$ cat src/rtl/core/lrucd_ram.sv
// generic single port ram with registered read
module lrucd_ram #(
  parameter int unsigned Width = 8,
  parameter int unsigned Depth = 16
) (
  input  logic                     clk_i,
  input  logic                     we_i,
  input  logic [$clog2(Depth)-1:0] addr_i,
  input  logic [Width-1:0]         wdata_i,
  output logic [Width-1:0]         rdata_o
);
  logic [Width-1:0] mem [Depth];
  always_ff @(posedge clk_i) begin
    if (we_i) mem[addr_i] <= wdata_i;
    rdata_o <= mem[addr_i];
  end
endmodule

$ cat config.mk
export PLATFORM = sky130hd
export DESIGN_NAME = lrucd_ram
export DESIGN_NICKNAME = d
export VERILOG_FILES = /design/src/rtl/core/lrucd_ram.sv
export SDC_FILE = /design/constraint.sdc
export NUM_CORES = 1
export LEC_CHECK = 0
export ABC_CLOCK_PERIOD_IN_PS = 2100
export BUFFER_PORTS_ARGS = -buffer_cell sky130_fd_sc_hd__buf_2
export CORE_ASPECT_RATIO = 2
export CORE_UTILIZATION = 50
export CTS_BUF_LIST = sky130_fd_sc_hd__clkbuf_16
export CTS_CLUSTER_SIZE = 14
export DETAILED_ROUTE_END_ITERATION = 10
export HOLD_SLACK_MARGIN = 0.03
export PLACE_DENSITY = 0.79
export SLEW_MARGIN = 20
export SYNTH_ARGS = -nofsm -noshare
export SYNTH_HDL_FRONTEND = slang
export SYNTH_SLANG_ARGS = --single-unit
export TNS_END_PERCENT = 50
$ cat constraint.sdc
create_clock -name clk_i -period 2.1 [get_ports clk_i]
set_input_delay 0.105 -clock clk_i [delete_from_list [all_inputs] [get_ports clk_i]]
set_output_delay 0.105 -clock clk_i [all_outputs]
set_load 0.05 [all_outputs]
* Yosys cells after proc, flatten, opt, wreduce, memory -nomap -nowiden
Memory sizes are Yosys's and may differ from the RTL's. A register that Yosys moved wholly into a read port is not among the register bits.
Cells that the tools add are included.
** Storage, ports and cells
- Flip-flop bits (word level) :: 0
- Bits in writable memories :: 128
- Bits of input ports :: 14
- Logic and storage cells :: 3
- Memories kept :: 1
** Memories
- mem :: words 16, width 8, rd ports 1, clocked after Yosys merged registers in 1, wr ports 1, RTL line 12 : logic [Width-1:0] mem [Depth];
** Operators by class
- Multiplexer cells :: 2
** Operators with widths (number)
- $mux W1 :: 2

* Longest topological paths before layout
- Word-level depth :: 2
- Mapped depth :: 5

* Worst setup path before layout
Ideal clock, no wire load.
- Kind :: in2reg
- From :: input port addr_i[2]
- To :: memory mem[0][0] (enable)
- Library setup time :: 0.383 ns
- Data arrival time :: 1.215 ns
- Data required time :: 1.717 ns
- Slack :: 0.502 ns
- Cell stages on the path :: 2
- Buffers on the path :: 0
- Path through :: or3b_2 nor3_1
** RTL lines
- start, declared :: RTL line 8 : input logic [$clog2(Depth)-1:0] addr_i,
- end, declared :: RTL line 12
No word-level cell before the write port.

==> impl_metrics.tcl <==
set metrics [dict create \
    numPortBuffers 21 \
    ir_drop_v 0.000714 \
    tns_ns 0 \
    final_core_util 0.616 \
    slew_violations 0 \
    grt_use_met1 0.218 \
    met2_usage 0.373 \
    wl_per_cell_um 22.5 \
    ant_nets 0 \
    dpl.hpwl_mm 6.36 \
    maxSlewHeadroom 0.523 \
    yosysSeqAreaShare 0.790 \
    min_to "mem[12][1]" \
    hold_buffers 0 \
    grt_max_degree 40 \
    num_antenna_cells 0 \
    setup_viol_count_final 0 \
    clkSinkCount 136 \
    clkLatencyLatePin_ns 0.41 \
    cts_resized 0 \
    r2r_slack_ns 0.77 \
    rows 51 \
    cp_max_fo 1 \
    powerDensity_nw_per_um2 1030 \
    gp_congestion 0.766 \
    maxCapViolations 0 \
    grt_pass1_vias 2677 \
    nets 292 \
    fin_crit_sh 0.634 \
    design_area_um2 6020 \
    setup.worst_path.start_class "flop" \
    timing.fmax_mhz 751 \
    synth_cells 230 \
    area_growth_pct 18.7 \
    grtUsageMet3 0.0669 \
    worst_pin_slew_ns 0.714 \
    drt_iter0_drc 133 \
    syn_area_um2 5070 \
    ios 22 \
    path_clk_slew_ns 0.06 \
    dieArea_um2 10600 \
    postCtsSetupBuffers 0 \
    ys_seq_elements 136 \
    post-route-min-period_ns 1.33 \
    firstDrtPassIters 5 \
    outcome "finished clean" \
    htreeDepth 4 \
    initial_core_util 0.519 \
    root_buffer "clkbuf_16" \
    synthDistinctLibCells 18 \
    grt.busiest_layer "met2" \
    r2r_end "rdata_o[1]" \
    grt_use_total 0.210 \
    cts_tree "built" \
    r2r_cells 3 \
    yosys_warnings 0 \
    coreArea_um2 9760 \
    drive_gt1_frac 0.333 \
    worstHoldStart "wdata_i[1]" \
    route.detailed.drc 0 \
    synth_nets 244 \
    r2r_start "mem[3][1]" \
    avgSynthCellArea_um2 22.0 \
    route.vias.total 2384 \
    hold_viol 0 \
    vias_per_cell 5.64 \
    antenna_found_initial 0 \
    numCtsBuffers 17 \
    holdPathStages 1 \
    worstPathArrival_ns 1.63 \
    rsz0062_at_grt "no" \
    grt.overflow.total 0 \
    required_ns 2.40 \
    clockBufferDepth 2 \
    hp-class "in -> reg" \
    grt_pass1_wl_mm 14.9 \
    die_h_um 144 \
    end_kind "flop" \
    chipWidth_um 73.2 \
    crit_type "reg -> reg" \
    clock_skew_ns 0.00533 \
    dpl_cell_area_um2 5450 \
    leakage_uw 0.00201 \
    routed_wl_mm 9.50 \
]
-- metrics by stage --
step	power (uW)	cells	hold slack [ns]	worst slack (ns)
after floorplan	3320	230	0.204	0.502
after global placement	3430	391	0.469	0.610
after detailed placement	3450	391	0.491	0.596
after CTS	6270	423	0.0541	0.772
after global routing	6410	423	0.0647	0.733
final	6220	423	0.0706	0.768
-- placed cells by master (no fill, tap or decap) --
cell type / synthesis / routed
nor2_1: 13 / 13
inv_1: 0 / 4
clkinv_1: 0 / 4
clkinv_2: 0 / 2
clkinvlp_4: 0 / 2
buf_12: 0 / 2
dfxtp_1: 8 / 8
edfxtp_1: 128 / 128
nor3_1: 4 / 4
a22oi_1: 16 / 16
mux4_2: 32 / 32
buf_4: 0 / 17
or3b_2: 1 / 1
nand3_1: 1 / 1
nand2b_1: 2 / 2
buf_2: 2 / 21
clkbuf_16: 0 / 17
nand2_1: 9 / 9
bufinv_16: 0 / 3
nor2b_1: 2 / 2
and2_1: 1 / 1
nand3b_1: 2 / 2
-- worst max path at each step --
stage,cells after the start,end,startpoint,slack [ns]
floorplan,2,mem[0][0],addr_i[2],0.50
global placement,5,rdata_o[4],addr_i[0],0.61
detailed placement,5,rdata_o[5],addr_i[0],0.60
CTS,3,rdata_o[1],mem[3][1],0.77
global route,3,rdata_o[1],mem[3][1],0.73
finish,3,rdata_o[1],mem[3][1],0.77
-- metal layers --
metal,wire [um],part of all wire,vias up
li1,-,-,1057
met1,3290,0.35,1220
met2,5480,0.58,90
met3,466,0.049,17
met4,256,0.027,0
met5,0,0,-
-- worst max-delay path, cell delays in order (launching register included) --
cell	delay (ns)
edfxtp_1	0.40
mux4_2	0.51
a22oi_1	0.23
nand2_1	0.08
-- cell usage after synthesis, drive strengths merged --
cell,n,area (um^2)
dfxtp,8,160
a22oi,16,120
nand2b,2,12.5
mux4,32,721
or3b,1,8.76
and2,1,6.26
edfxtp,128,3840
nand3,1,5.00
buf,8,47.5
nor3,4,20.0
nand2,9,33.8
nand3b,2,15.0
clkbuf,3,12.5
nor2,13,48.8
nor2b,2,12.5
-- power by group --
part | switching (uW) | internal (uW) | total (uW) | leakage, uW
sequential | 16.2 | 3040 | 3050 | 0.00122
combinational | 215 | 122 | 337 | 0.000504
clock | 1010 | 1820 | 2830 | 0.000288
total | 1240 | 4980 | 6220 | 0.00201
-- layout make-up --
cell class / instances / area [um^2]
tap: 132 / 165
sequential: 136 / 4000
multi-input combinational: 83 / 1000
clock buffer: 17 / 425
fill: 650 / 3750
timing repair buffer: 40 / 273
clock inverter: 15 / 145
-- flip-flops by register name, indices dropped and copies added (netlist names) --
signal,cells
mem,128
rdata_o,8
-- kinds of logic after synthesis --
group | share of synthesized area
DFF | 0.790
and+or+nand+nor | 0.0321
muxes | 0.142
AOI/OAI and AO/OA | 0.0237
buffers and inverters | 0.0119
(Power assumes the default switching activity.)
